--- src/hw/rtl/ipv4dq_pkg.sv ---
// ipv4dq_pkg: types, character codes and limits for the ipv4 dotted-quad parser
// no dependencies; used by every module of the block
package ipv4dq_pkg;

	localparam int MAX_CHARS_DEF = 15;
	localparam int MIN_CHARS     = 7;
	localparam int DOT_COUNT     = 3;
	localparam int OCTET_MAX     = 255;
	localparam int DEC_TEN       = 10;
	localparam int DEC_HUNDRED   = 100;
	localparam int TEXT_BITS     = 120;

	localparam logic [7:0] CHAR_DOT  = 8'h2E;
	localparam logic [7:0] CHAR_ZERO = 8'h30;
	localparam logic [7:0] CHAR_NINE = 8'h39;

	// one input transfer
	typedef struct packed {
		logic [63:0] text_low;
		logic [55:0] text_high;
		logic [3:0]  text_length;
	} in_item_t;

	// one result transfer
	typedef struct packed {
		logic [31:0] address;
		logic        valid_res;
	} out_item_t;

	// per-character classification
	typedef struct packed {
		logic       act;
		logic       dig;
		logic       dot;
		logic       bad;
		logic [3:0] dval;
	} lane_t;

	// per-position field evaluation
	typedef struct packed {
		logic       fend;
		logic       dot;
		logic       err;
		logic [1:0] idx;
		logic [9:0] val;
	} field_t;

endpackage

--- src/hw/rtl/ipv4_dotted_quad_parser_unit.sv ---
// ipv4_dotted_quad_parser_unit: top level of the dotted-decimal ipv4 address parser
// depends on ipv4dq_pkg, ipv4dq_lane, ipv4dq_field, ipv4dq_merge
//
// Takes one string of up to MAX_CHARS characters per transfer and returns one result per
// string: the 32-bit address (first octet in bits 31:24) and a valid flag, the address
// being zero when the flag is clear. A new string is taken every cycle while src_ready is
// high; each result passes through the three register stages (character lanes, per-position
// field evaluation, merge). src_ready drops only when all three stages hold a string and the
// result transfer is stalled. Characters past text_length are ignored.
module ipv4_dotted_quad_parser_unit #(
	parameter int MAX_CHARS = ipv4dq_pkg::MAX_CHARS_DEF
) (
	input  logic                  clk,
	input  logic                  arst_n,
	input  logic                  src_valid,
	output logic                  src_ready,
	input  ipv4dq_pkg::in_item_t  src_item,
	output logic                  dst_valid,
	input  logic                  dst_ready,
	output ipv4dq_pkg::out_item_t dst_item
);

	localparam int NCH = MAX_CHARS;

	// stage valid flags and per-stage advance enables
	logic v1_q, v2_q, v3_q;
	logic en1, en2, en3;

	logic [ipv4dq_pkg::TEXT_BITS-1:0] text;
	logic [3:0]                       len_s1;
	logic [3:0]                       len_s2;

	ipv4dq_pkg::lane_t  lanes [NCH];
	// lanes padded with three empty positions in front and one behind
	ipv4dq_pkg::lane_t  pad   [NCH+4];
	logic [NCH-1:0]     dots;
	ipv4dq_pkg::field_t fields [NCH];

	// a stage advances when it is empty or the next one can take its content
	assign en3       = !v3_q || dst_ready;
	assign en2       = !v2_q || en3;
	assign en1       = !v1_q || en2;
	assign src_ready = en1;
	assign dst_valid = v3_q;

	assign text = {src_item.text_high, src_item.text_low};

	always_ff @(posedge clk or negedge arst_n) begin
		if (!arst_n) begin
			v1_q <= 1'b0;
			v2_q <= 1'b0;
			v3_q <= 1'b0;
		end else begin
			if (en1) begin
				v1_q <= src_valid;
			end
			if (en2) begin
				v2_q <= v1_q;
			end
			if (en3) begin
				v3_q <= v2_q;
			end
		end
	end

	// length travels alongside the lanes to the merge stage
	always_ff @(posedge clk) begin
		if (en1) begin
			len_s1 <= src_item.text_length;
		end
		if (en2) begin
			len_s2 <= len_s1;
		end
	end

	// stage 1: one classifying lane per character position
	for (genvar p = 0; p < NCH; p++) begin : g_lane
		ipv4dq_lane #(
			.POS(p)
		) u_lane (
			.clk     (clk),
			.en      (en1),
			.ch      (text[8*p +: 8]),
			.len     (src_item.text_length),
			.lane_s1 (lanes[p])
		);
	end

	always_comb begin
		for (int i = 0; i < NCH + 4; i++) begin
			pad[i] = '0;
		end
		for (int p = 0; p < NCH; p++) begin
			pad[p+3] = lanes[p];
			dots[p]  = lanes[p].dot;
		end
	end

	// stage 2: each position decides whether a field ends there and what it holds
	for (genvar p = 0; p < NCH; p++) begin : g_field
		ipv4dq_field #(
			.NCH (NCH),
			.POS (p)
		) u_field (
			.clk      (clk),
			.en       (en2),
			.p3       (pad[p]),
			.p2       (pad[p+1]),
			.p1       (pad[p+2]),
			.cur      (pad[p+3]),
			.nxt      (pad[p+4]),
			.dots     (dots),
			.field_s2 (fields[p])
		);
	end

	// stage 3: merge into the output register
	ipv4dq_merge #(
		.NCH       (NCH),
		.MAX_CHARS (MAX_CHARS)
	) u_merge (
		.clk       (clk),
		.en        (en3),
		.fields    (fields),
		.len       (len_s2),
		.result_s3 (dst_item)
	);

	// an invalid result never carries an address
	a_invalid_zero: assert property (@(posedge clk) disable iff (!arst_n)
		dst_valid && !dst_item.valid_res |-> dst_item.address == '0)
		else $error("invalid result with nonzero address");

	// ready is withdrawn only when the whole pipeline is full
	a_ready_full: assert property (@(posedge clk) disable iff (!arst_n)
		!src_ready |-> v1_q && v2_q && v3_q && !dst_ready)
		else $error("ready low with room in the pipeline");

	// a new result appears only from an occupied middle stage
	a_result_source: assert property (@(posedge clk) disable iff (!arst_n)
		$rose(v3_q) |-> $past(v2_q))
		else $error("result produced from an empty stage");

	// a stalled result transfer holds its value
	a_stall_hold: assert property (@(posedge clk) disable iff (!arst_n)
		$past(dst_valid && !dst_ready) |-> $stable(dst_item))
		else $error("stalled result changed");

endmodule

--- src/hw/rtl/ipv4dq_lane.sv ---
// ipv4dq_lane: classifies one character position and registers the result
// depends on ipv4dq_pkg
module ipv4dq_lane #(
	parameter int POS = 0
) (
	input  logic                 clk,
	input  logic                 en,
	input  logic [7:0]           ch,
	input  logic [3:0]           len,
	output ipv4dq_pkg::lane_t    lane_s1
);

	ipv4dq_pkg::lane_t lane_d;

	always_comb begin
		lane_d.act  = 4'(POS) < len;
		lane_d.dig  = lane_d.act && (ch >= ipv4dq_pkg::CHAR_ZERO) &&
			(ch <= ipv4dq_pkg::CHAR_NINE);
		lane_d.dot  = lane_d.act && (ch == ipv4dq_pkg::CHAR_DOT);
		lane_d.bad  = lane_d.act && !lane_d.dig && !lane_d.dot;
		lane_d.dval = ch[3:0];
	end

	always_ff @(posedge clk) begin
		if (en) begin
			lane_s1 <= lane_d;
		end
	end

endmodule

--- src/hw/rtl/ipv4dq_field.sv ---
// ipv4dq_field: evaluates the field that may end at one position, from a window of lanes
// depends on ipv4dq_pkg
module ipv4dq_field #(
	parameter int NCH = 15,
	parameter int POS = 0
) (
	input  logic               clk,
	input  logic               en,
	input  ipv4dq_pkg::lane_t  p3,
	input  ipv4dq_pkg::lane_t  p2,
	input  ipv4dq_pkg::lane_t  p1,
	input  ipv4dq_pkg::lane_t  cur,
	input  ipv4dq_pkg::lane_t  nxt,
	input  logic [NCH-1:0]     dots,
	output ipv4dq_pkg::field_t field_s2
);

	localparam logic [NCH-1:0] LOWER = NCH'((1 << POS) - 1);

	ipv4dq_pkg::field_t fd;
	logic [9:0]         d1;
	logic [9:0]         d2;

	always_comb begin
		d1 = p1.dig ? 10'(p1.dval) * 10'(ipv4dq_pkg::DEC_TEN) : '0;
		d2 = (p1.dig && p2.dig) ? 10'(p2.dval) * 10'(ipv4dq_pkg::DEC_HUNDRED) : '0;
		fd.fend = cur.dig && (!nxt.act || nxt.dot);
		fd.dot  = cur.dot;
		// stray character, empty field before a dot, trailing dot, four-digit run
		fd.err  = cur.bad || (cur.dot && !p1.dig) || (cur.dot && !nxt.act) ||
			(cur.dig && p1.dig && p2.dig && p3.dig);
		fd.idx  = 2'($countones(dots & LOWER));
		fd.val  = 10'(cur.dval) + d1 + d2;
	end

	always_ff @(posedge clk) begin
		if (en) begin
			field_s2 <= fd;
		end
	end

endmodule

--- src/hw/rtl/ipv4dq_merge.sv ---
// ipv4dq_merge: combines the per-position fields into the address and valid flag
// depends on ipv4dq_pkg
module ipv4dq_merge #(
	parameter int NCH       = 15,
	parameter int MAX_CHARS = 15
) (
	input  logic                  clk,
	input  logic                  en,
	input  ipv4dq_pkg::field_t    fields [NCH],
	input  logic [3:0]            len,
	output ipv4dq_pkg::out_item_t result_s3
);

	logic [7:0]         oct [4];
	logic [NCH-1:0]     dotv;
	logic               any_err;
	logic               big;
	logic               len_ok;
	logic               ok;
	ipv4dq_pkg::out_item_t res;

	always_comb begin
		for (int k = 0; k < 4; k++) begin
			oct[k] = '0;
		end
		any_err = 1'b0;
		big     = 1'b0;
		for (int p = 0; p < NCH; p++) begin
			dotv[p] = fields[p].dot;
			any_err = any_err | fields[p].err;
			if (fields[p].fend) begin
				big = big | (fields[p].val > 10'(ipv4dq_pkg::OCTET_MAX));
				oct[fields[p].idx] = oct[fields[p].idx] | fields[p].val[7:0];
			end
		end
		len_ok = (len >= 4'(ipv4dq_pkg::MIN_CHARS)) && ({1'b0, len} <= 5'(MAX_CHARS));
		ok = len_ok && !any_err && !big &&
			(5'($countones(dotv)) == 5'(ipv4dq_pkg::DOT_COUNT));
		res.valid_res = ok;
		res.address   = ok ? {oct[0], oct[1], oct[2], oct[3]} : '0;
	end

	always_ff @(posedge clk) begin
		if (en) begin
			result_s3 <= res;
		end
	end

endmodule
--- config.mk ---
export PLATFORM = sky130hd
export DESIGN_NAME = ipv4_dotted_quad_parser_unit
export DESIGN_NICKNAME = d
export VERILOG_FILES = /design/src/hw/rtl/ipv4dq_pkg.sv /design/src/hw/rtl/ipv4_dotted_quad_parser_unit.sv /design/src/hw/rtl/ipv4dq_lane.sv /design/src/hw/rtl/ipv4dq_field.sv /design/src/hw/rtl/ipv4dq_merge.sv
export SDC_FILE = /design/constraint.sdc
export NUM_CORES = 2
export LEC_CHECK = 0
export ABC_AREA = 1
export BUFFER_PORTS_ARGS = -buffer_cell sky130_fd_sc_hd__buf_4
export CAP_MARGIN = 5
export CORE_ASPECT_RATIO = 0.7
export CORE_MARGIN = 3
export CORE_UTILIZATION = 56
export DETAILED_ROUTE_END_ITERATION = 16
export PLACE_DENSITY = 0.77
export SETUP_SLACK_MARGIN = 0.2
export SLEW_MARGIN = 25
export SYNTH_ARGS = -nofsm -noshare
export SYNTH_HDL_FRONTEND = slang
export SYNTH_SLANG_ARGS = --single-unit
--- constraint.sdc ---
create_clock -name clk -period 6.7 [get_ports clk]
set_input_delay 1.675 -clock clk [delete_from_list [all_inputs] [get_ports clk]]
set_output_delay 1.675 -clock clk [all_outputs]
set_load 0.005 [all_outputs]
Word level (Yosys, flattened, before mapping)

Cells that the tools add are included.

Flip-flop bits (word level): 378
Bits in latches: 0
RAM bits: 0
Bits in read-only memories: 0
Bits of input ports: 128
Output and inout port bits: 35
Logic and storage cells: 843
Memories kept: 0

$add $sub $neg: 66
Multiply operators: 27
Divide/modulo/power cells: 0
Order comparisons: 89
Equality and inequality tests: 16
Shift operators: 0
Mux-type cells: 141
Bitwise operators: 56
Reductions and logical operators: 294

Operators with widths:

| kind                  | number |
|---|---|
| $bwmux W32            | 14 |
| $mux W32              | 14 |
| $mux W8               | 56 |
| $bmux W8 S2           | 14 |
| $demux W8 S2          | 14 |
| $logic_and A1 B1 Y1   | 172 |
| $add A4 B10 Y10       | 14 |
| $gt A10 B8 Y1 const B | 14 |
| $add A10 B10 Y10      | 13 |
| $mux W10              | 13 |
| $eq A8 B6 Y1 const B  | 15 |
| $ge A8 B6 Y1 const B  | 15 |
| $le A8 B6 Y1 const B  | 15 |
| $or A8 B8 Y8          | 14 |
| $mul A4 B5 Y8 const B | 13 |
| $mul A4 B3 Y7 const B | 14 |
| $logic_not A1 Y1      | 63 |
| $logic_or A1 B1 Y1    | 59 |
| $ge A3 B3 Y1 const B  | 14 |
| $lt A3 B1 Y1 const B  | 14 |
| $not A2 Y3            | 13 |
| $add A5 B5 Y5         | 6 |
| $add A1 B1 Y2         | 14 |
| $lt A4 B4 Y1 const A  | 7 |
| 13 further kinds      | 75 |

Logic depth before layout (Yosys ltp)

Depth in word-level cells: 85
Gate-level depth with buffers: 56
Gate-level depth less buffers: 55

Hierarchy

A second synthesis with hierarchy kept.

Cells, all modules: 6109
Area, all modules: 41393.4 um^2

Modules (own cells, without submodules):

| module                              | instances | cells an instance | area an instance (um^2) | seq. area each (um^2) |
|---|---|---|---|---|
| ipv4dq_merge                        | 1         | 2774              | 12993.7                 | 991.0 |
| ipv4dq_field at g_field[14].u_field | 1         | 210               | 1711.6                  | 450.4 |
| ipv4dq_field at g_field[12].u_field | 1         | 208               | 1640.3                  | 450.4 |
| ipv4dq_field at g_field[13].u_field | 1         | 205               | 1640.3                  | 450.4 |
| ipv4dq_field at g_field[11].u_field | 1         | 201               | 1597.8                  | 450.4 |
| ipv4dq_field at g_field[9].u_field  | 1         | 192               | 1577.8                  | 450.4 |
| ipv4dq_field at g_field[10].u_field | 1         | 200               | 1576.5                  | 450.4 |
| ipv4dq_field at g_field[8].u_field  | 1         | 190               | 1560.2                  | 450.4 |
| ipv4dq_field at g_field[7].u_field  | 1         | 187               | 1503.9                  | 450.4 |
| ipv4dq_field at g_field[6].u_field  | 1         | 177               | 1483.9                  | 450.4 |
| ipv4dq_field at g_field[5].u_field  | 1         | 179               | 1477.7                  | 450.4 |
| ipv4dq_field at g_field[4].u_field  | 1         | 184               | 1471.4                  | 450.4 |
| ipv4dq_field at g_field[3].u_field  | 1         | 179               | 1436.4                  | 450.4 |
| ipv4dq_field at g_field[2].u_field  | 1         | 177               | 1421.4                  | 450.4 |
| 17 more rows                        | --        | --                | --                      | -- |

Worst setup path after synthesis

Ideal clock, no wire load.

Kind: in2reg
Start point: input port dst_ready
End point: register g_field[0].u_field.field_s2[0] (netlist bit), enable pin
Library setup time: 0.569 ns
Arrival: 6.835 ns
Data required time: 6.131 ns
Path slack: -0.704 ns
Cell stages on the path: 4
Buffers on the path: 0
Cells stage by stage: inv_1 > nand2_1 > nor2_1 > inv_1

Word-level cells in the longest chain between the ends: 2

RTL lines:

| item                   | line                               | text |
|---|---|---|
| start: declaration     | ipv4_dotted_quad_parser_unit.sv:19 | `input logic dst_ready,` |
| $logic_or A1 B1 Y1     | ipv4_dotted_quad_parser_unit.sv:40 | `assign en3 = !v3_q \|\| dst_ready;` |
| via en3                | ipv4_dotted_quad_parser_unit.sv:27 | `logic en1, en2, en3;` |
| $logic_or A1 B1 Y1     | ipv4_dotted_quad_parser_unit.sv:41 | `assign en2 = !v2_q \|\| en3;` |
| via en2                | ipv4_dotted_quad_parser_unit.sv:27 |  |
| end signal: assignment | ipv4dq_field.sv:38                 | `field_s2 <= fd;` |
| end: declaration       | ipv4dq_field.sv:15                 | `output ipv4dq_pkg::field_t field_s2` |

The timed path passes the listed nets, and every way through them passes these cells.
A chain may end at the register's enable or synchronous reset.

Final worst setup path

Start point: register g_field[2].u_field.field_s2[11] (netlist bit)
End point: register u_merge.result_s3[32] (netlist bit) (data pin)

Word-level cells in the longest chain between the ends: 79
Elaborated cells between the ends (all ways): 84
Classes of those cells: order compare: 2; mux: 67; bitwise: 14; reduce/logical: 1

RTL lines:

| item                                                                        | line               | text |
|---|---|---|
| start: declaration                                                          | ipv4dq_field.sv:15 |  |
| start signal: assignment                                                    | ipv4dq_field.sv:38 |  |
| $not A2 Y3 (implied by the code) *                                          | ipv4dq_merge.sv:33 | `oct[fields[p].idx] = oct[fields[p].idx] \| fields[p].val[7:0];` |
| $ge A3 B3 Y1 (implied by the code), or another cell as far along            | ipv4dq_merge.sv:33 |  |
| $logic_and A1 B1 Y1 (implied by the code) / $mux W8 (equally long branches) | ipv4dq_merge.sv:33 |  |
| $mux W8 (implied by the code)                                               | ipv4dq_merge.sv:33 |  |
| $demux W8 S2 / $or A8 B8 Y8 (equally long branches)                         | ipv4dq_merge.sv:33 |  |
| $bwmux W32 *                                                                | ipv4dq_merge.sv:33 |  |
| $mux W32 *                                                                  | ipv4dq_merge.sv:31 | `if (fields[p].fend) begin` |
| $bmux W8 S2                                                                 | ipv4dq_merge.sv:33 |  |
| (+62 left out)                                                              | --                 |  |
| $or A8 B8 Y8                                                                | ipv4dq_merge.sv:33 |  |
| $bwmux W32                                                                  | ipv4dq_merge.sv:33 |  |
| $mux W32 *                                                                  | ipv4dq_merge.sv:31 |  |
| $bmux W8 S2                                                                 | ipv4dq_merge.sv:33 |  |
| $mux W8 (implied by the code) (2 in series)                                 | ipv4dq_merge.sv:33 |  |
| $or A8 B8 Y8                                                                | ipv4dq_merge.sv:33 |  |
| $bwmux W32                                                                  | ipv4dq_merge.sv:33 |  |
| $mux W32 *                                                                  | ipv4dq_merge.sv:31 |  |
| end signal: assignment                                                      | ipv4dq_merge.sv:45 | `result_s3 <= res;` |
| end: declaration                                                            | ipv4dq_merge.sv:11 | `output ipv4dq_pkg::out_item_t result_s3` |

Every way passes the cells marked *; elsewhere a longest branch is shown, timed or not. The select of a mux whose other input is x is not followed.

==> impl_metrics.tcl <==
set metrics [dict create \
    grt_max_degree 187 \
    worstPathArrival_ns 7.25 \
    avgViaCountPerCell 5.783 \
    syn_to_final_growth_pct 22.92 \
    maxSlewHeadroom_pct 26.63 \
    fmax_mhz 144.6 \
    final_util_pct 70.02 \
    rows 74 \
    wl_per_cell_um 19.44 \
    critical_path_class "reg2reg" \
    min_period_ns 6.918 \
    fin_skew_ns 0.03113 \
    clk_path_buf_depth 3 \
    rsz0062_at_grt "true" \
    grt_pass1_vias 29980 \
    grt_antenna_before_repair 0 \
    hold_ws_ns 0.4226 \
    syn_nets 4929 \
    setup_ws_ns -0.2179 \
    drt_iter0_markers 4882 \
    clock_latency_ns 0.59 \
    remaining_drc_errors 0 \
    critPathCaptureType "flip-flop" \
    cts_max_level 2 \
    clock-sinks 376 \
    placed_area_um2 36930 \
    setup_viol_count_final 13 \
    grt_remaining_overflow 0 \
    critical_path.slowest_cell "edfxtp_1" \
    period_share_pct 103.3 \
    yosys_register_bits 376 \
    worst_ep_required_time_ns 7.03 \
    reg2regPathDepth 59 \
    power_w 0.01221 \
    ys.flop_type "edfxtp_1" \
    power_density_nw_per_um2 297.1 \
    dr.pass1.iters 10 \
    port_buffers 162 \
    ys_seq_area_share_pct 33.72 \
    dp_slack_ns -0.2312 \
    nets 5406 \
    cp-startpoint "g_field[2].u_field.field_s2[11]" \
    grt_usage_pct 33.94 \
    regToRegStartpoint "g_field[2].u_field.field_s2[11]" \
    clkTransAtPathRegs_ns 0.06 \
    cts-buffers-inserted 39 \
    routed_wl_um 110800 \
    grt_pass1_wl_um 165700 \
    die_w_um 298.1 \
    syn_avg_cell_area_um2 7.615 \
    drive_gt1_share_pct 23.39 \
    place.gp.congestion 1.051 \
    hp-start "len_s1[2]" \
    start_kind "flip-flop" \
    worst_pin_slew_ns 1.097 \
    die_h_um 210.4 \
    leakagePower_nw 20.69 \
    coreArea_um2 58700 \
    status "finished, violations left" \
    pin_count 163 \
    cts_tree "built" \
    syn_area_um2 33440 \
    vdd.ir_drop.worst_mv 0.2626 \
    cts-root-buf "clkbuf_16" \
    r2r_slack_ns -0.22 \
    synth_edf_count 373 \
    start_util_pct 56.96 \
    timing.critical_path.to "u_merge.result_s3[32]" \
    syn-instance-count 4391 \
    slowest_delay_ns 0.42 \
    rr_endpoint "u_merge.result_s3[32]" \
    ant_nets 0 \
    violations "negative setup slack" \
    hold_path_class "reg2reg" \
    layout_commonest_cell "nand2_1" \
    maxCapViolCount 0 \
    ys_types 53 \
    design_area_um2 41100 \
    synth_warnings 0 \
    synthArstFlopShare_pct 0.7979 \
    vias 32960 \
    final_cell_mix "nand2_1, inv_1, nand3_1" \
    dp_hpwl_um 88450 \
    dieArea_um2 62720 \
    cp_max_fo 4 \
    hold_viol_final 0 \
    slew_violations 0 \
]
-- sequential cells by signal (all words and copies together) (netlist names) --
name and flops:
dst_valid 1, g_field.u_field.field_s2 214, g_lane.u_lane.lane_s1 118, len_s1 4, len_s2 4, u_merge.result_s3 33, v1_q 1, v2_q 1
-- synthesized netlist by cell type (2+ instances only) --
master / n / area [um2]
a211oi_1: 2 / 15.01
ha_1: 326 / 4079
or2_2: 6 / 37.54
buf_6: 5 / 56.30
nand4_2: 4 / 50.05
a21oi_1: 163 / 815.8
nand4_1: 36 / 225.2
nor2_4: 11 / 123.9
inv_2: 56 / 210.2
xnor2_1: 51 / 446.7
o211ai_1: 2 / 15.01
clkbuf_1: 14 / 52.55
o21ai_1: 6 / 30.03
o21ai_0: 90 / 450.4
nor3_1: 32 / 160.2
clkinv_1: 5 / 18.77
o21bai_1: 15 / 112.6
nand3b_1: 2 / 15.01
and3_1: 2 / 12.51
nor3b_1: 4 / 30.03
nand2_4: 3 / 33.78
nor2_1: 314 / 1179
o21a_1: 7 / 52.55
fa_1: 84 / 1682
inv_1: 640 / 2402
nand2_2: 15 / 93.84
nor2_2: 134 / 838.3
nor4_1: 7 / 43.79
clkbuf_8: 4 / 55.05
nand3_2: 9 / 90.09
inv_4: 2 / 12.51
nand2_1: 1186 / 4452
nand3_1: 679 / 3398
o21ai_2: 2 / 17.52
a21o_1: 3 / 22.52
o21bai_2: 3 / 33.78
edfxtp_1: 373 / 11200
xor2_1: 77 / 674.4
dfrtp_1: 3 / 75.07
-- metal layers --
layer  GRT usage [%]  part of all wire, %  vias to the layer above
met4           5.065                  1.3                        4
met5           1.265                 0.13                        -
met2           41.32                   36                     2094
met3           14.53                   17                      129
met1           54.74                   46                    15370
li1                -                    -                    15360
-- report_power, final --
group / leakage (nW) / total [W] / switching, W / internal [W]
registers: 3.98 / 0.00328 / 0.000293 / 0.00298
logic: 16.1 / 0.00663 / 0.00433 / 0.00230
clock network: 0.648 / 0.00231 / 0.00101 / 0.00130
-- kinds of logic after synthesis --
kind of cell / count (synthesis) / synth area share, %
xor gates and xnor gates: 128 / 3.353
AOI/OAI and AO/OA: 299 / 4.842
DFF: 376 / 33.72
buffers and inverters: 731 / 8.502
adders and majority gates: 410 / 17.23
and+or+nand+nor: 2447 / 32.35
-- per-stage QoR --
step | setup TNS [ns] | cells
floorplan | 0 | 4391
global placement | -1.218 | 5515
detailed placement | -1.189 | 5515
CTS | 0 | 5656
global route | -13.82 | 5697
finish | -2.040 | 5699
-- layout make-up --
| cell class | count | area [um2] |
|---|---|---|
| clock buffers | 43 | 991.0 |
| flip-flops and latches | 376 | 11280 |
| diodes | 2 | 5.005 |
| fillers | 4674 | 17600 |
| clock inverters | 29 | 362.8 |
| inverters | 704 | 2661 |
| repair buffers | 463 | 3627 |
| multi-input cells | 3284 | 21180 |
| well taps | 798 | 998.5 |
-- critical path, delay by kind of cell (launching register included) --
family	cells	cell delay, ns
buf+inv	9	1.01
flops	1	0.42
simple gates	50	5.22
-- timing repair --
action                     CTS  global route
buffers inserted            69            41
gates resized for setup    105           396
setup endpoints to repair   24            32
hold buffers                 0             0
pin swaps                  118           277
-- worst min path at each step --
stage / to / cells after the start / slack (ns)
global placement: len_s2[1] / 0 / 0.40
CTS: len_s2[0] / 0 / 0.42
detailed placement: len_s2[1] / 0 / 0.41
global route: len_s2[0] / 0 / 0.42
floorplan: g_field[14].u_field.field_s2[0] / 0 / 0.40
finish: len_s2[2] / 0 / 0.42
Power figures use the tool's default switching activity.
